===== src/rtl/core/alad_pkg.sv =====
package alad_pkg;

  localparam int SAMPLE_W = 32;
  localparam int LIM_W    = 32;
  localparam int DB_W     = 31;
  localparam int EN_W     = 4;
  localparam int NUM_LIM  = 4;
  localparam int CFG_IDX_W = 3;
  localparam int CFG_DATA_W = 32;
  localparam int DIFF_W   = ((SAMPLE_W > LIM_W) ? SAMPLE_W : LIM_W) + 2;
  localparam int QUEUE_DEPTH = 2;

  localparam logic [1:0] LIM_HH = 2'd0;
  localparam logic [1:0] LIM_H  = 2'd1;
  localparam logic [1:0] LIM_L  = 2'd2;
  localparam logic [1:0] LIM_LL = 2'd3;

  localparam logic EV_CLEAR = 1'b0;
  localparam logic EV_RAISE = 1'b1;

  localparam logic [CFG_IDX_W-1:0] CFG_LIM_HH  = 3'd0;
  localparam logic [CFG_IDX_W-1:0] CFG_LIM_H   = 3'd1;
  localparam logic [CFG_IDX_W-1:0] CFG_LIM_L   = 3'd2;
  localparam logic [CFG_IDX_W-1:0] CFG_LIM_LL  = 3'd3;
  localparam logic [CFG_IDX_W-1:0] CFG_DEADBAND = 3'd4;
  localparam logic [CFG_IDX_W-1:0] CFG_ENABLE  = 3'd5;
  localparam logic [CFG_IDX_W-1:0] CFG_QGATE   = 3'd6;

  typedef struct packed {
    logic [SAMPLE_W-1:0] sample;
    logic                bad_qual;
  } in_item_t;

  typedef struct packed {
    logic       event_kind;
    logic [1:0] limit_index;
    logic       last_event;
  } out_item_t;

  typedef struct packed {
    logic [NUM_LIM-1:0][LIM_W-1:0] lim;
    logic [DB_W-1:0]               deadband;
    logic [EN_W-1:0]               enable;
    logic                          qgate;
  } cfg_t;

  typedef struct packed {
    logic       kind;
    logic [1:0] index;
  } ev_t;

  typedef struct packed {
    ev_t [NUM_LIM-1:0] ev;
    logic [1:0]        last_idx;
  } entry_t;

  function automatic ev_t ev_make(input logic kind, input logic [1:0] index);
    ev_t e;
    e.kind  = kind;
    e.index = index;
    return e;
  endfunction

endpackage


===== src/rtl/core/alad_front.sv =====
module alad_front
  import alad_pkg::*;
(
  input  logic     clk,
  input  logic     rst_n,
  input  logic     in_valid,
  output logic     in_stall,
  input  in_item_t in_data,
  input  cfg_t     cfg,
  output logic     push,
  output entry_t   push_data,
  input  logic     q_full
);

  logic               b_v_r;
  logic [NUM_LIM-1:0] up_r;
  logic [NUM_LIM-1:0] dn_r;
  logic               gate_r;
  logic [NUM_LIM-1:0] act_r;

  logic [NUM_LIM-1:0] up_nxt;
  logic [NUM_LIM-1:0] dn_nxt;
  logic [NUM_LIM-1:0] act_nxt;
  logic [NUM_LIM-1:0] clr;
  logic [NUM_LIM-1:0] rse;
  logic [NUM_LIM-1:0] en;
  ev_t [NUM_LIM-1:0]  ev;
  logic [2:0]         n;
  logic               need_push;
  logic               b_go;
  logic               accept;

  assign accept = in_valid && !in_stall;

  always_comb begin
    logic signed [DIFF_W-1:0] s_ext;
    logic signed [DIFF_W-1:0] db_pos;
    logic signed [DIFF_W-1:0] db_neg;
    logic signed [DIFF_W-1:0] diff;
    s_ext  = DIFF_W'($signed(in_data.sample));
    db_pos = $signed(DIFF_W'(cfg.deadband));
    db_neg = -db_pos;
    for (int i = 0; i < NUM_LIM; i++) begin
      diff      = s_ext - DIFF_W'($signed(cfg.lim[i]));
      up_nxt[i] = diff > db_pos;
      dn_nxt[i] = diff < db_neg;
    end
  end

  assign en  = cfg.enable;
  assign clr = {up_r[LIM_LL], up_r[LIM_L], dn_r[LIM_H], dn_r[LIM_HH]};
  assign rse = {dn_r[LIM_LL], dn_r[LIM_L], up_r[LIM_H], up_r[LIM_HH]};

  always_comb begin
    logic hit;
    act_nxt = act_r;
    ev      = '0;
    n       = 3'd0;
    hit     = 1'b0;
    if (gate_r) begin
      act_nxt = '0;
    end else begin
      if (en[LIM_HH] && act_nxt[LIM_HH] && clr[LIM_HH]) begin
        act_nxt[LIM_HH] = 1'b0;
        ev[n[1:0]] = ev_make(EV_CLEAR, LIM_HH);
        n = n + 3'd1;
        hit = 1'b1;
      end else if (en[LIM_H] && act_nxt[LIM_H] && clr[LIM_H]) begin
        act_nxt[LIM_H] = 1'b0;
        ev[n[1:0]] = ev_make(EV_CLEAR, LIM_H);
        n = n + 3'd1;
        hit = 1'b1;
      end
      if (!hit) begin
        if (en[LIM_LL] && act_nxt[LIM_LL] && clr[LIM_LL]) begin
          act_nxt[LIM_LL] = 1'b0;
          ev[n[1:0]] = ev_make(EV_CLEAR, LIM_LL);
          n = n + 3'd1;
        end
        if (en[LIM_L] && act_nxt[LIM_L] && clr[LIM_L]) begin
          act_nxt[LIM_L] = 1'b0;
          ev[n[1:0]] = ev_make(EV_CLEAR, LIM_L);
          n = n + 3'd1;
        end
      end
      hit = 1'b0;
      if (en[LIM_HH] && !act_nxt[LIM_HH] && rse[LIM_HH]) begin
        act_nxt[LIM_HH] = 1'b1;
        ev[n[1:0]] = ev_make(EV_RAISE, LIM_HH);
        n = n + 3'd1;
        hit = 1'b1;
      end else if (en[LIM_H] && !act_nxt[LIM_H] && rse[LIM_H]) begin
        act_nxt[LIM_H] = 1'b1;
        ev[n[1:0]] = ev_make(EV_RAISE, LIM_H);
        n = n + 3'd1;
        hit = 1'b1;
      end
      if (!hit) begin
        if (en[LIM_LL] && !act_nxt[LIM_LL] && rse[LIM_LL]) begin
          act_nxt[LIM_LL] = 1'b1;
          ev[n[1:0]] = ev_make(EV_RAISE, LIM_LL);
          n = n + 3'd1;
        end
        if (en[LIM_L] && !act_nxt[LIM_L] && rse[LIM_L]) begin
          act_nxt[LIM_L] = 1'b1;
          ev[n[1:0]] = ev_make(EV_RAISE, LIM_L);
          n = n + 3'd1;
        end
      end
    end
  end

  assign need_push = b_v_r && (n != 3'd0);
  assign b_go      = !need_push || !q_full;
  assign in_stall  = b_v_r && !b_go;
  assign push      = need_push && !q_full;

  assign push_data.ev       = ev;
  assign push_data.last_idx = n[1:0] - 2'd1;

  always_ff @(posedge clk) begin
    if (!rst_n) begin
      b_v_r <= 1'b0;
      act_r <= '0;
    end else begin
      if (b_v_r && b_go) begin
        act_r <= act_nxt;
      end
      if (accept) begin
        b_v_r <= 1'b1;
      end else if (b_go) begin
        b_v_r <= 1'b0;
      end
    end
  end

  always_ff @(posedge clk) begin
    if (accept) begin
      up_r   <= up_nxt;
      dn_r   <= dn_nxt;
      gate_r <= cfg.qgate && in_data.bad_qual;
    end
  end

endmodule


===== src/rtl/core/alad_fifo.sv =====
module alad_fifo
  import alad_pkg::*;
(
  input  logic   clk,
  input  logic   rst_n,
  input  logic   wr_en,
  input  entry_t wr_data,
  output logic   full,
  input  logic   rd_en,
  output entry_t rd_data,
  output logic   empty
);

  localparam int PTR_W = $clog2(QUEUE_DEPTH);
  localparam int CNT_W = $clog2(QUEUE_DEPTH + 1);

  entry_t             mem_r [QUEUE_DEPTH];
  logic [PTR_W-1:0]   wr_ptr_r;
  logic [PTR_W-1:0]   rd_ptr_r;
  logic [CNT_W-1:0]   cnt_r;

  assign full    = cnt_r == CNT_W'(QUEUE_DEPTH);
  assign empty   = cnt_r == '0;
  assign rd_data = mem_r[rd_ptr_r];

  always_ff @(posedge clk) begin
    if (wr_en) begin
      mem_r[wr_ptr_r] <= wr_data;
    end
  end

  always_ff @(posedge clk) begin
    if (!rst_n) begin
      wr_ptr_r <= '0;
      rd_ptr_r <= '0;
      cnt_r    <= '0;
    end else begin
      if (wr_en) begin
        wr_ptr_r <= (wr_ptr_r == PTR_W'(QUEUE_DEPTH - 1)) ? '0 : wr_ptr_r + PTR_W'(1);
      end
      if (rd_en) begin
        rd_ptr_r <= (rd_ptr_r == PTR_W'(QUEUE_DEPTH - 1)) ? '0 : rd_ptr_r + PTR_W'(1);
      end
      if (wr_en && !rd_en) begin
        cnt_r <= cnt_r + CNT_W'(1);
      end else if (rd_en && !wr_en) begin
        cnt_r <= cnt_r - CNT_W'(1);
      end
    end
  end

endmodule


===== src/rtl/core/alad_back.sv =====
module alad_back
  import alad_pkg::*;
(
  input  logic      clk,
  input  logic      rst_n,
  input  logic      q_empty,
  input  entry_t    q_data,
  output logic      pop,
  output logic      out_valid,
  input  logic      out_stall,
  output out_item_t out_data
);

  entry_t     cur_r;
  logic       cur_v_r;
  logic [1:0] idx_r;
  logic       out_valid_r;
  out_item_t  out_data_r;

  logic slot_free;
  logic load;
  logic is_last;

  assign slot_free = !out_valid_r || !out_stall;
  assign load      = slot_free && cur_v_r;
  assign is_last   = idx_r == cur_r.last_idx;
  assign pop       = !q_empty && (!cur_v_r || (load && is_last));

  assign out_valid = out_valid_r;
  assign out_data  = out_data_r;

  always_ff @(posedge clk) begin
    if (!rst_n) begin
      cur_v_r     <= 1'b0;
      idx_r       <= '0;
      out_valid_r <= 1'b0;
    end else begin
      if (pop) begin
        cur_v_r <= 1'b1;
        idx_r   <= '0;
      end else if (load && is_last) begin
        cur_v_r <= 1'b0;
      end else if (load) begin
        idx_r <= idx_r + 2'd1;
      end
      if (load) begin
        out_valid_r <= 1'b1;
      end else if (slot_free) begin
        out_valid_r <= 1'b0;
      end
    end
  end

  always_ff @(posedge clk) begin
    if (pop) begin
      cur_r <= q_data;
    end
    if (load) begin
      out_data_r.event_kind  <= cur_r.ev[idx_r].kind;
      out_data_r.limit_index <= cur_r.ev[idx_r].index;
      out_data_r.last_event  <= is_last;
    end
  end

endmodule


===== src/rtl/core/analog_limit_alarm_deadband.sv =====
// Analog limit alarm with deadband: each input transfer carries one signed Q16.16 sample
// and a quality flag; the block tracks four alarm bits (high-high, high, low, low-low) and
// sends one result transfer per alarm raised or cleared, at most four per sample, the final
// one marked with last_event. A sample is compared against all limits in the cycle it is
// taken, its events are resolved against the alarm state from the registered compare
// results and queued, and the output stage sends one event per cycle unless out_stall
// holds it. A new sample can be taken every cycle unless a held sample's events meet a
// full two-entry event queue, which decouples the compare side from the output register.
// Configuration writes are always ready and must be issued only while the block is idle.
module analog_limit_alarm_deadband
  import alad_pkg::*;
(
  input  logic                  clk,
  input  logic                  rst_n,
  input  logic                  in_valid,
  output logic                  in_stall,
  input  in_item_t              in_data,
  output logic                  out_valid,
  input  logic                  out_stall,
  output out_item_t             out_data,
  input  logic                  cfg_valid,
  output logic                  cfg_ready,
  input  logic [CFG_IDX_W-1:0]  cfg_index,
  input  logic [CFG_DATA_W-1:0] cfg_data
);

  cfg_t   cfg_r;
  logic   push;
  entry_t push_data;
  logic   q_full;
  logic   q_empty;
  entry_t q_data;
  logic   pop;

  assign cfg_ready = 1'b1;

  always_ff @(posedge clk) begin
    if (!rst_n) begin
      cfg_r <= '0;
    end else if (cfg_valid && cfg_ready) begin
      unique case (cfg_index)
        CFG_LIM_HH:   cfg_r.lim[LIM_HH] <= cfg_data[LIM_W-1:0];
        CFG_LIM_H:    cfg_r.lim[LIM_H]  <= cfg_data[LIM_W-1:0];
        CFG_LIM_L:    cfg_r.lim[LIM_L]  <= cfg_data[LIM_W-1:0];
        CFG_LIM_LL:   cfg_r.lim[LIM_LL] <= cfg_data[LIM_W-1:0];
        CFG_DEADBAND: cfg_r.deadband    <= cfg_data[DB_W-1:0];
        CFG_ENABLE:   cfg_r.enable      <= cfg_data[EN_W-1:0];
        CFG_QGATE:    cfg_r.qgate       <= cfg_data[0];
        default: ;
      endcase
    end
  end

  alad_front u_front (
    .clk       (clk),
    .rst_n     (rst_n),
    .in_valid  (in_valid),
    .in_stall  (in_stall),
    .in_data   (in_data),
    .cfg       (cfg_r),
    .push      (push),
    .push_data (push_data),
    .q_full    (q_full)
  );

  alad_fifo u_fifo (
    .clk     (clk),
    .rst_n   (rst_n),
    .wr_en   (push),
    .wr_data (push_data),
    .full    (q_full),
    .rd_en   (pop),
    .rd_data (q_data),
    .empty   (q_empty)
  );

  alad_back u_back (
    .clk       (clk),
    .rst_n     (rst_n),
    .q_empty   (q_empty),
    .q_data    (q_data),
    .pop       (pop),
    .out_valid (out_valid),
    .out_stall (out_stall),
    .out_data  (out_data)
  );

endmodule


===== config.mk =====
export PLATFORM = sky130hd
export DESIGN_NAME = analog_limit_alarm_deadband
export DESIGN_NICKNAME = d
export VERILOG_FILES = /design/src/rtl/core/alad_pkg.sv /design/src/rtl/core/alad_front.sv /design/src/rtl/core/alad_fifo.sv /design/src/rtl/core/alad_back.sv /design/src/rtl/core/analog_limit_alarm_deadband.sv
export SDC_FILE = /design/constraint.sdc
export NUM_CORES = 1
export LEC_CHECK = 0
export ABC_AREA = 1
export BUFFER_PORTS_ARGS = -buffer_cell sky130_fd_sc_hd__clkbuf_2
export CAP_MARGIN = 20
export CORE_MARGIN = 2
export CORE_UTILIZATION = 30
export CTS_CLUSTER_SIZE = 12
export DETAILED_ROUTE_END_ITERATION = 10
export PLACE_DENSITY = 0.43
export SYNTH_ARGS = -nofsm -noshare
export SYNTH_HDL_FRONTEND = slang
export SYNTH_SLANG_ARGS = --single-unit

===== constraint.sdc =====
create_clock -name clk -period 6.2 [get_ports clk]
set_clock_uncertainty 0.05 [all_clocks]
set_input_delay 1.24 -clock clk [delete_from_list [all_inputs] [get_ports clk]]
set_output_delay 1.24 -clock clk [all_outputs]
set_load 0.1 [all_outputs]

==> out/qor.yml, run 1 <==
clock_tree:
  root_buffer: "clkbuf_16"
  cts_buffer_depth: 3
  cts_setup_buffers: 0
  clk_pin_slew_worst_paths_ns: 0.06
  cts_tree: "done"
  clk_latency_ns: 0.60
  htree_levels: 1
  cts_sinks: 232
  hold_buffers: 0
  cts_buffers: 30
place:
  place_inst: 4192
  numPortBuffers: 78
  dp_hpwl_mm: 79.4
  place_area_um2: 24000
  finalWeightedCongestion: 1.01
sta:
  rsz0062_at_grt: "no"
  slew_viol_final: 0
  period_needed_ns: 5.79
  finalSetupViolations: 0
  worst_pin_slew_ns: 0.962
  fin_crit_sh_pct: 93.4
  finalHoldViolations: 0
  slew_headroom_pct: 35.0
  fmax_mhz: 173
outcome:
  status: "complete, no violations"
critical_path:
  crit_fanout: 5
  start_kind: "flop"
  cp-end-kind: "output pin"
  ff2ff_path_depth: 18
  required_ns: 4.91
  critPathKind: "reg2out"
  worstPathArrival_ns: 4.50
route:
  routed_wl_mm: 94.0
  antenna_left: 0
  drc: 0
  route.vias.total: 22038
  drt_first_pass_iters: 5
  vias_per_cell: 5.19
  first_iter_violations: 1571
  routedWlPerCell_um: 22.1
finish:
  synthToLayoutAreaGrowth_pct: 11.0
  drive_gt1_share_pct: 5.98
  finish.instance_area_um2: 25000
  layout.nets: 3734
  final-instance-count-excl-fill: 4248
power_and_ir_drop:
  powerDensity_nw_per_um2: 255
  power_leakage_nw: 11.1
  ir_drop_mv: 0.223
synth:
  syn-cell-area_um2: 22500
  syn_nets: 3662
  yosys.area.top_type: "ha_1"
  synth_seq_area_share_pct: 23.1
  synth_cells: 3183
  synth_top_area_share_pct: 22.3
  synth.distinct_cells: 59
  syn_avg_cell_area_um2: 7.08
  synth-edff-count: 55
  async_flop_share_pct: 0
  synth_flop_cell: "dfxtp_1"
  netlist_top_cells_area: "ha_1 (22%), dfxtp_1 (16%), nand2_1 (10%)"
  yosysWarnings: 0
  ys_ff_latch: 232
global_routing:
  grt_usage_pct: 23.9
  grt_pass1_wl_mm: 138
  grt_max_degree: 81
  antenna_found_initial: 1
  gr-total-overflow: 0
  grt_pass1_vias: 21506
floorplan:
  die_y_um: 278
  coreArea_um2: 74300
  num_io_pins: 80
  chipWidth_um: 278
  initial_core_util_pct: 30.3
  fp-row-count: 100
  die_area_um2: 77300
job:
  maxCapViolCount: 0
hold_path:
  hold_depth: 2
  worstHoldPathType: "reg2reg"
-- logic make-up (layout without fill, tap and decap cells) --
group / count (synthesis) / after routing / synth area share (%)
adders and majority gates: 406 / 406 / 22.7
DFF: 232 / 232 / 23.1
and+or+nand+nor: 1074 / 1074 / 20.0
AOI/OAI and AO/OA: 872 / 872 / 21.0
xor gates and xnor gates: 141 / 141 / 5.55
buffers and inverters: 456 / 550 / 7.65
other: 2 / 4 / 0.0333
-- registers in the layout, summed over array words and instances, names as in the netlist, 2 cells and up --
name	cells
u_front.act_r	4
cfg_r	164
u_fifo.cnt_r	2
u_back.cur_r	14
u_front.dn_r	4
u_back.idx_r	2
u_front.up_r	4
u_fifo.mem_r	28
u_back.out_data	4
-- report_power, final --
| part | switching (mW) | internal [mW] | total, mW |
|---|---|---|---|
| Clock | 0.731 | 0.974 | 1.71 |
| Sequential | 0.0696 | 1.72 | 1.79 |
| Combinational | 1.96 | 0.935 | 2.89 |
-- synth_stat cells, types with 18 or more instances --
cell      instances
nor3_1           36
a21oi_1         438
nand3_1          80
edfxtp_1         55
o21a_1           18
nand4_1          36
nand2_1         597
o21ai_1          21
o21ai_0         276
dfxtp_1         177
nor2_1          267
xor2_1          102
inv_1           382
ha_1            402
xnor2_1          37
clkbuf_1         51
a21o_1           21
nor4_1           18
-- metal layers --
| metal | global-route usage [%] | vias up | wire, um |
|---|---|---|---|
| li1 | - | 10991 | - |
| met1 | 31.6 | 10374 | 42700 |
| met3 | 2.15 | 103 | 4320 |
| met5 | 0 | - | 0 |
| met2 | 41.2 | 570 | 44200 |
| met4 | 6.64 | 0 | 2810 |
-- final timing paths --
| kind | startpoint | end | slack, ns |
|---|---|---|---|
| min | cfg_r[88] | cfg_r[88] | 0.41 |
| max | u_front.dn_r[1] | in_stall | 0.41 |
| min reg2reg | cfg_r[88] | cfg_r[88] | 0.41 |
| max reg2reg | cfg_r[14] | u_front.dn_r[2] | 0.73 |
-- stage by stage --
stage               util [%]  power [mW]  hold slack, ns  worst slack, ns  TNS, ns
floorplan                  -        3.71           0.383             1.04        0
global placement        32.3        4.63           0.398          -0.0354  -0.0354
detailed placement      32.3        4.67           0.404           0.0413        0
CTS                     33.6        6.42           0.411           0.0422        0
global route            33.6        6.84           0.433          0.00209        0
finish                  33.6        6.38           0.406            0.410        0
-- worst max-delay path, stage by stage (launching register included) --
cell and delay [ns]:
edfxtp_1 0.38, nand3_1 0.13, nand2_2 0.16, inv_1 0.10, ha_1 0.32, nand2_1 0.07
inv_1 0.06, nor3_4 0.19, inv_1 0.11, ha_1 0.32, nand2_1 0.07, o21ai_2 0.11
inv_2 0.07, ha_1 0.28, inv_1 0.05, o21a_1 0.20, inv_1 0.09, ha_1 0.28
o211ai_1 0.11, ha_1 0.22, nand2_2 0.12, nand3_1 0.13, inv_1 0.11, buf_8 0.20
-- area by class of cell --
cell class / count / area (um2)
clock inverter: 14 / 108
multi-input combinational: 2495 / 15600
clock buffer: 40 / 830
tap: 969 / 1210
antenna: 2 / 5.00
fill: 8132 / 49300
inverter: 401 / 1510
timing repair buffer: 95 / 531
sequential: 232 / 5190
-- cell usage in the layout (no fill, tap or decap), types with 4 or more instances in the layout --
cell type	Yosys	routed
xnor2_1	37	37
and3_1	6	6
nand4_1	36	36
a21o_1	21	21
o21ai_1	21	20
a21boi_0	6	6
clkinv_2	1	7
o221ai_1	8	8
nor2_1	267	266
inv_1	382	382
o21bai_1	15	15
ha_1	402	402
buf_4	2	18
o2111ai_1	5	5
o211ai_1	16	16
fa_1	4	4
xor2_1	102	102
nand3_1	80	80
nand2_1	597	596
nand2_2	5	6
a31oi_1	17	17
a211oi_1	10	10
a21boi_1	4	4
nor4_1	18	18
o21a_1	18	18
clkbuf_2	0	76
dfxtp_1	177	177
nand3b_1	5	5
o21ai_0	276	276
clkbuf_16	0	31
inv_2	13	18
nor3_1	36	36
edfxtp_1	55	55
clkbuf_1	51	7
a21oi_1	438	438
nor2_2	6	7
-- timing repair --
item	4_1_cts	5_1_grt
resized for setup	1	7
setup endpoints to repair	1	1
pin swaps	0	1
Power figures use the tool's default switching activity.
==> run 2: changes to the inputs <==
--- a/config.mk
+++ b/config.mk
@@ -12,7 +12,7 @@
 export CORE_UTILIZATION = 30
 export CTS_CLUSTER_SIZE = 12
 export DETAILED_ROUTE_END_ITERATION = 10
-export PLACE_DENSITY = 0.43
+export SLEW_MARGIN = 20
 export SYNTH_ARGS = -nofsm -noshare
 export SYNTH_HDL_FRONTEND = slang
 export SYNTH_SLANG_ARGS = --single-unit
==> out/qor.yml, run 2 (synthesis results as in run 1) <==
outcome:
  status: "complete, no violations"
finish:
  seqCellArea_um2: 5190  # unchanged
  layout_commonest_cell: "nand2_1"
  final_util_pct: 33.6  # about the same
  multi_input_area_um2: 15600  # about the same
  synthToLayoutAreaGrowth_pct: 10.9  # about the same
  layout_common_cells: "nand2_1 (596), a21oi_1 (438), ha_1 (402)"
  drive_gt1_share_pct: 5.78  # -0.20 points
  finish.instance_area_um2: 25000  # about the same
  fillers: 8077  # -0.68%
  layout.nets: 3729  # -0.13%
  top_regs: "cfg_r (164), u_fifo.mem_r (28), u_back.cur_r (14)"
  top_register: "cfg_r"
  largest_reg_flops: 164  # unchanged
critical_path:
  crit_fanout: 5  # unchanged
  cpMostUsedCell: "inv_1"
  required_ns: 4.91  # about the same
  cp-end-kind: "output pin"
  r2r-start: "cfg_r[12]"
  start_kind: "flop"
  worstPathArrival_ns: 4.48  # -0.02 ns
  critPathMaxStageDelay_ns: 0.36  # -0.02 ns
  critPathKind: "reg2out"
  timing.rr.end: "u_front.dn_r[2]"
  rrSetupSlack_ns: 1.48  # +0.75 ns
  ff2ff_path_depth: 18  # unchanged
  cpMaxStageDelayCell: "dfxtp_1"
  cp_cell_sequence: "nand3_1 > nand2_2 > inv_1 > ha_1 > nand2_1 > inv_1 > nor3_4 > inv_1 > ha_1 > nand2_1 > o21ai_1 > inv_2 > ha_1 > inv_1 > o21a_1 > inv_1 > ha_1 > o211ai_1 > ha_1 > nand2_2 > nand3_1 > inv_1 > buf_6"
clock_tree:
  cts_tree: "done"
  cts_buffers: 29  # -3.3%
  clk_latency_ns: 0.61  # about the same
  cts-resized-gates: 0  # -1
  clk_pin_slew_worst_paths_ns: 0.06  # about the same
  cts_sinks: 232  # unchanged
  cts_setup_buffers: 0  # unchanged
  hold_buffers: 0  # unchanged
  htree_levels: 1  # unchanged
  root_buffer: "clkbuf_16"
  cts_buffer_depth: 3  # unchanged
floorplan:
  die_area_um2: 77300  # unchanged
  initial_core_util_pct: 30.3  # unchanged
  fp-row-count: 100  # unchanged
  coreArea_um2: 74300  # unchanged
  die_y_um: 278  # unchanged
  num_io_pins: 80  # unchanged
  chipWidth_um: 278  # unchanged
global_routing:
  gr-total-overflow: 0  # unchanged
  grt_pass1_vias: 20748  # -3.5%
  grt_max_degree: 89  # +9.9%
  grt_pass1_wl_mm: 125  # -9.4%
  antenna_found_initial: 0  # -1
  grt_usage_pct: 21.1  # -2.8 points
hold_path:
  worstHoldPathType: "reg2reg"
  hold_depth: 2  # unchanged
  worstHoldEndpoint: "cfg_r[84]"
  hold_start: "cfg_r[84]"
route:
  drt_first_pass_iters: 6  # +1
  route.vias.total: 21989  # -0.22%
  vias_per_cell: 5.18  # about the same
  routedWlPerCell_um: 19.7  # -11%
  first_iter_violations: 1651  # +5.1%
  drc: 0  # unchanged
  routed_wl_mm: 83.6  # -11%
  antenna_left: 0  # unchanged
job:
  maxCapViolCount: 0  # unchanged
place:
  finalWeightedCongestion: 1.00  # -0.68%
  dp_hpwl_mm: 69.9  # -12%
  place_area_um2: 24000  # -0.12%
  numPortBuffers: 78  # unchanged
power_and_ir_drop:
  ir_drop_mv: 0.219  # -1.8%
  powerDensity_nw_per_um2: 253  # -0.73%
  power_leakage_nw: 11.1  # -0.13%
  fin_total_pwr_mw: 6.33  # -0.82%
sta:
  hold_slack_ns: 0.409  # +0.00306 ns
  fin_crit_sh_pct: 93.0  # -0.39 points
  finalHoldViolations: 0  # unchanged
  worst_pin_slew_ns: 0.904  # -0.0578 ns
  fmax_mhz: 173  # +0.42%
  period_needed_ns: 5.77  # -0.0241 ns
  slew_headroom_pct: 39.3  # +4.3 points
  slew_viol_final: 0  # unchanged
  finalSetupViolations: 0  # unchanged
==> run 2: cell count changes in the layout (fill, tap and decap cells not counted), sizes merged <==
cell | before | now
clkbuf | 116 | 113
bufinv | 1 | 3
buf | 19 | 15
diode | 2 | 1
==> run 2: final cells by class <==
| type | count | share of cell area, % |
|---|---|---|
| Timing Repair Buffer | 91 | 1.99 |
| Sequential cell | 232 | 20.8 |
| Antenna cell | 1 | 0.0100 |
| Clock inverter | 16 | 0.641 |
| Multi-Input combinational cell | 2495 | 62.5 |
| Tap cell | 969 | 4.85 |
| Inverter | 401 | 6.03 |
| Clock buffer | 37 | 3.19 |
==> run 2: layer usage <==
| layer | global-route usage, % | up-vias | routed length (um) |
|---|---|---|---|
| li1 | - | 10975 | - |
| met1 | 28.3 | 10189 | 37500 |
| met2 | 35.0 | 687 | 38000 |
| met3 | 2.33 | 138 | 4810 |
| met4 | 7.44 | 0 | 3260 |
| met5 | 0 | - | 0 |
==> run 2: where the power goes <==
part,total (mW),internal [mW],switching [mW],leakage (nW)
clock network,1.74,1.02,0.722,0.462
registers,1.78,1.71,0.0654,1.97
logic,2.81,0.927,1.88,8.68
total,6.33,3.67,2.67,11.1
==> run 2: worst max path at each step <==
| stage | from | end | slack (ns) | depth (start not counted) |
|---|---|---|---|---|
| after detailed placement | in_data[1] | u_front.dn_r[2] | 0.65 | 17 |
| after global routing | cfg_r[1] | in_stall | -0.01 | 26 |
| after floorplan | cfg_r[1] | in_stall | 1.04 | 22 |
| final | cfg_r[2] | in_stall | 0.43 | 23 |
| after global placement | in_data[1] | u_front.dn_r[2] | 0.69 | 17 |
| after CTS | u_front.dn_r[0] | in_stall | 0.08 | 23 |
==> run 2: worst max-delay path, delay by kind of cell (launching register included) <==
family | cells | cell delay (ns)
AND/OR/NAND/NOR | 7 | 0.83
buffers and inverters | 8 | 0.83
flip-flops | 1 | 0.36
adder cells (fa/ha/maj) | 5 | 1.42
AO/OA/AOI/OAI | 3 | 0.46
==> run 2: metrics by stage <==
step,worst slack (ns),setup TNS (ns),instances
6_report,0.434,0,4242
5_1_grt,-0.0111,-0.0111,4241
4_1_cts,0.0794,0,4241
3_5_place_dp,0.647,0,4188
3_3_place_gp,0.694,0,4188
2_1_floorplan,1.04,0,3183
==> run 3: changes to the inputs <==
--- a/config.mk
+++ b/config.mk
@@ -5,7 +5,6 @@
 export SDC_FILE = /design/constraint.sdc
 export NUM_CORES = 1
 export LEC_CHECK = 0
-export ABC_AREA = 1
 export BUFFER_PORTS_ARGS = -buffer_cell sky130_fd_sc_hd__clkbuf_2
 export CAP_MARGIN = 20
 export CORE_MARGIN = 2
==> out/qor.yml, run 3 <==
clock_tree:
  htree_levels: 1  # unchanged
  clk_latency_ns: 0.59  # -0.02 ns
  cts_sinks: 232  # unchanged
  cts_buffers: 28  # -3.4%
  clk_pin_slew_worst_paths_ns: 0.06  # about the same
  root_buffer: "clkbuf_16"
  cts_buffer_depth: 3  # unchanged
  hold_buffers: 0  # unchanged
  cts_tree: "done"
floorplan:
  die_y_um: 277  # -0.31%
  num_io_pins: 80  # unchanged
  die_area_um2: 76800  # -0.62%
  fp-row-count: 100  # unchanged
  chipWidth_um: 277  # -0.31%
  initial_core_util_pct: 30.2  # -0.14 points
  coreArea_um2: 74200  # -0.17%
critical_path:
  cp_cell_sequence: "and3_2 > nor2_2 > ha_1 > xor2_1 > nand2_2 > ha_1 > and2_1 > a21oi_4 > ha_1 > mux2_2 > ha_1 > nand3_1 > inv_1 > a221oi_2 > nor3_1 > o31ai_2 > and3_4 > buf_12"
  critPathMaxStageDelay_ns: 0.44  # +0.08 ns
  ff2ff_path_depth: 20  # +2
  cp-end-kind: "output pin"
  critPathKind: "reg2out"
  worstPathArrival_ns: 4.62  # +0.14 ns
  cpMostUsedCell: "ha_1"
  required_ns: 4.91  # about the same
  start_kind: "flop"
  crit_fanout: 6  # +1
  cpMaxStageDelayCell: "dfxtp_1"
route:
  antenna_left: 0  # unchanged
  drt_first_pass_iters: 7  # +1
  routedWlPerCell_um: 19.8  # +0.72%
  drc: 0  # unchanged
  first_iter_violations: 1736  # +5.1%
  vias_per_cell: 5.31  # +2.4%
  route.vias.total: 20309  # -7.6%
  routed_wl_mm: 75.9  # -9.2%
hold_path:
  worstHoldPathType: "reg2reg"
  hold_depth: 2  # unchanged
finish:
  top_register: "cfg_r"
  synthToLayoutAreaGrowth_pct: 11.8
  layout_commonest_cell: "nand2_1"
  final-instance-count-excl-fill: 3826  # -9.8%
  antenna_cells: 0  # -1
  layout.nets: 3314  # -11%
  fillers: 7753  # -4.0%
  layout_common_cells: "nand2_1 (438), ha_1 (402), inv_1 (225)"
  largest_reg_flops: 164  # unchanged
  top_regs: "cfg_r (164), u_fifo.mem_r (28), u_back.cur_r (14)"
  drive_gt1_share_pct: 7.84  # +2.1 points
synth:
  async_flop_share_pct: 0  # unchanged
  synth_top_area_share_pct: 22.5  # +0.14 points
  yosysMostFrequentCell: "nand2_1"
  syn_nets: 3247  # -11%
  synth-edff-count: 55  # unchanged
  ys_ff_latch: 232  # unchanged
  synthAdderAreaFrac_pct: 22.8  # +0.14 points
  synth-xor-area-share_pct: 5.52  # -0.032 points
  synth_cells: 2768  # -13%
  synth_commonest_cells: "nand2_1 (439), ha_1 (402), inv_1 (225)"
  yosys.area.top_type: "ha_1"
  synth_mux_area_share_pct: 1.38  # +1.4 points
  syn-cell-area_um2: 22400  # -0.63%
  yosysWarnings: 0  # unchanged
  synth_seq_area_share_pct: 23.2  # +0.15 points
  synth_flop_cell: "dfxtp_1"
  netlist_top_cells_area: "ha_1 (22%), dfxtp_1 (16%), edfxtp_1 (7.4%)"
  syn_avg_cell_area_um2: 8.08  # +14%
  synth.distinct_cells: 86  # +46%
  synth-compound-area-share_pct: 23.1  # +2.2 points
  synthSimpleGateAreaFrac_pct: 18.8  # -1.2 points
  synth_top_family_by_area: "compound AO/OA/AOI/OAI gates"
place:
  dp_hpwl_mm: 60.4  # -14%
  finalWeightedCongestion: 0.959  # -4.4%
  numPortBuffers: 78  # unchanged
  place_inst: 3767  # -10%
global_routing:
  grt_max_degree: 82  # -7.9%
  antenna_found_initial: 0  # unchanged
  met1_usage_pct: 27.1  # -1.2 points
  grt_usage_pct: 19.3  # -1.8 points
  grt_pass1_vias: 19439  # -6.3%
  grt_pass1_wl_mm: 116  # -7.4%
  met2_usage_pct: 31.8  # -3.2 points
  grt_util_met3_pct: 2.11  # -0.22 points
  gr-total-overflow: 0  # unchanged
  top_usage_layer: "met2"
sta:
  fmax_mhz: 169  # -2.4%
  worst_pin_slew_ns: 1.11  # +0.208 ns
  slew_viol_final: 0  # unchanged
  slew_headroom_pct: 23.9  # -15 points
  finalSetupViolations: 0  # unchanged
  finalHoldViolations: 0  # unchanged
  fin_crit_sh_pct: 95.3  # +2.3 points
  period_needed_ns: 5.91  # +0.143 ns
  tns_ns: 0  # unchanged
outcome:
  status: "complete, no violations"
power_and_ir_drop:
  ir_drop_mv: 0.189  # -14%
  powerDensity_nw_per_um2: 231  # -8.9%
  power_leakage_nw: 9.83  # -12%
job:
  maxCapViolCount: 0  # unchanged
[run 3: worst paths after layout]
path                                 from  slack, ns            endpoint
worst min register to register  cfg_r[96]       0.41           cfg_r[96]
worst max-delay path             cfg_r[2]       0.29            in_stall
worst min-delay path            cfg_r[96]       0.41           cfg_r[96]
worst max register to register   cfg_r[2]       1.25  u_fifo.mem_r[1][3]
[run 3: metrics by stage]
| step | hold WS (ns) | setup WS, ns | total power, mW | utilization, % | instance area (um2) |
|---|---|---|---|---|---|
| CTS | 0.416 | 0.0481 | 5.77 | 33.6 | 24900 |
| finish | 0.412 | 0.291 | 5.78 | 33.7 | 25000 |
| global route | 0.435 | -0.0249 | 6.14 | 33.7 | 25000 |
| floorplan | 0.393 | 0.393 | 3.33 | - | 22400 |
| detailed placement | 0.407 | 0.192 | 3.99 | 32.2 | 23900 |
| global placement | 0.402 | 0.323 | 3.97 | 32.2 | 23900 |
[run 3: timing repair]
action,CTS,global route
pin swaps,0,3
endpoints found under the setup margin,1,1
gates resized for setup,3,12
buffers inserted,0,7
hold endpoints to repair,0,0
[run 3: final cells by class]
class	count	area (um2)	share of cell area [%]
inverter	226	848	3.39
clock inverter	13	178	0.710
multi-input combinational	2235	16100	64.4
sequential	232	5200	20.8
clock buffer	39	816	3.26
tap	969	1210	4.84
timing repair buffer	112	663	2.65
[run 3: kinds of logic after synthesis]
kind of cell             count (synthesis)
buffers and inverters                  301
AND/OR/NAND/NOR                        887
other                                    2
XOR/XNOR                               141
multiplexers                            25
flip-flops                             232
AO/OA/AOI/OAI                          774
adder cells (fa/ha/maj)                406
[run 3: per-layer routing]
metal / vias to the layer above / part of all wire (%)
li1: 10037 / -
met1: 9606 / 47
met2: 577 / 45
met3: 89 / 5.7
met4: 0 / 2.1
met5: - / 0
[run 3: worst max-delay path: cells and delay by family, from the launching register on]
family	cells	cell delay (ns)
AO/OA/AOI/OAI	3	0.74
XOR/XNOR	1	0.18
adder cells (fa/ha/maj)	4	1.03
buffers and inverters	2	0.25
flip-flops	1	0.44
multiplexers	1	0.30
AND/OR/NAND/NOR	7	1.05
[run 3: power breakdown]
group	switching, mW	internal (mW)	leakage (nW)
Combinational	1.37	0.907	7.40
Sequential	0.0720	1.68	1.94
Clock	0.703	1.05	0.494
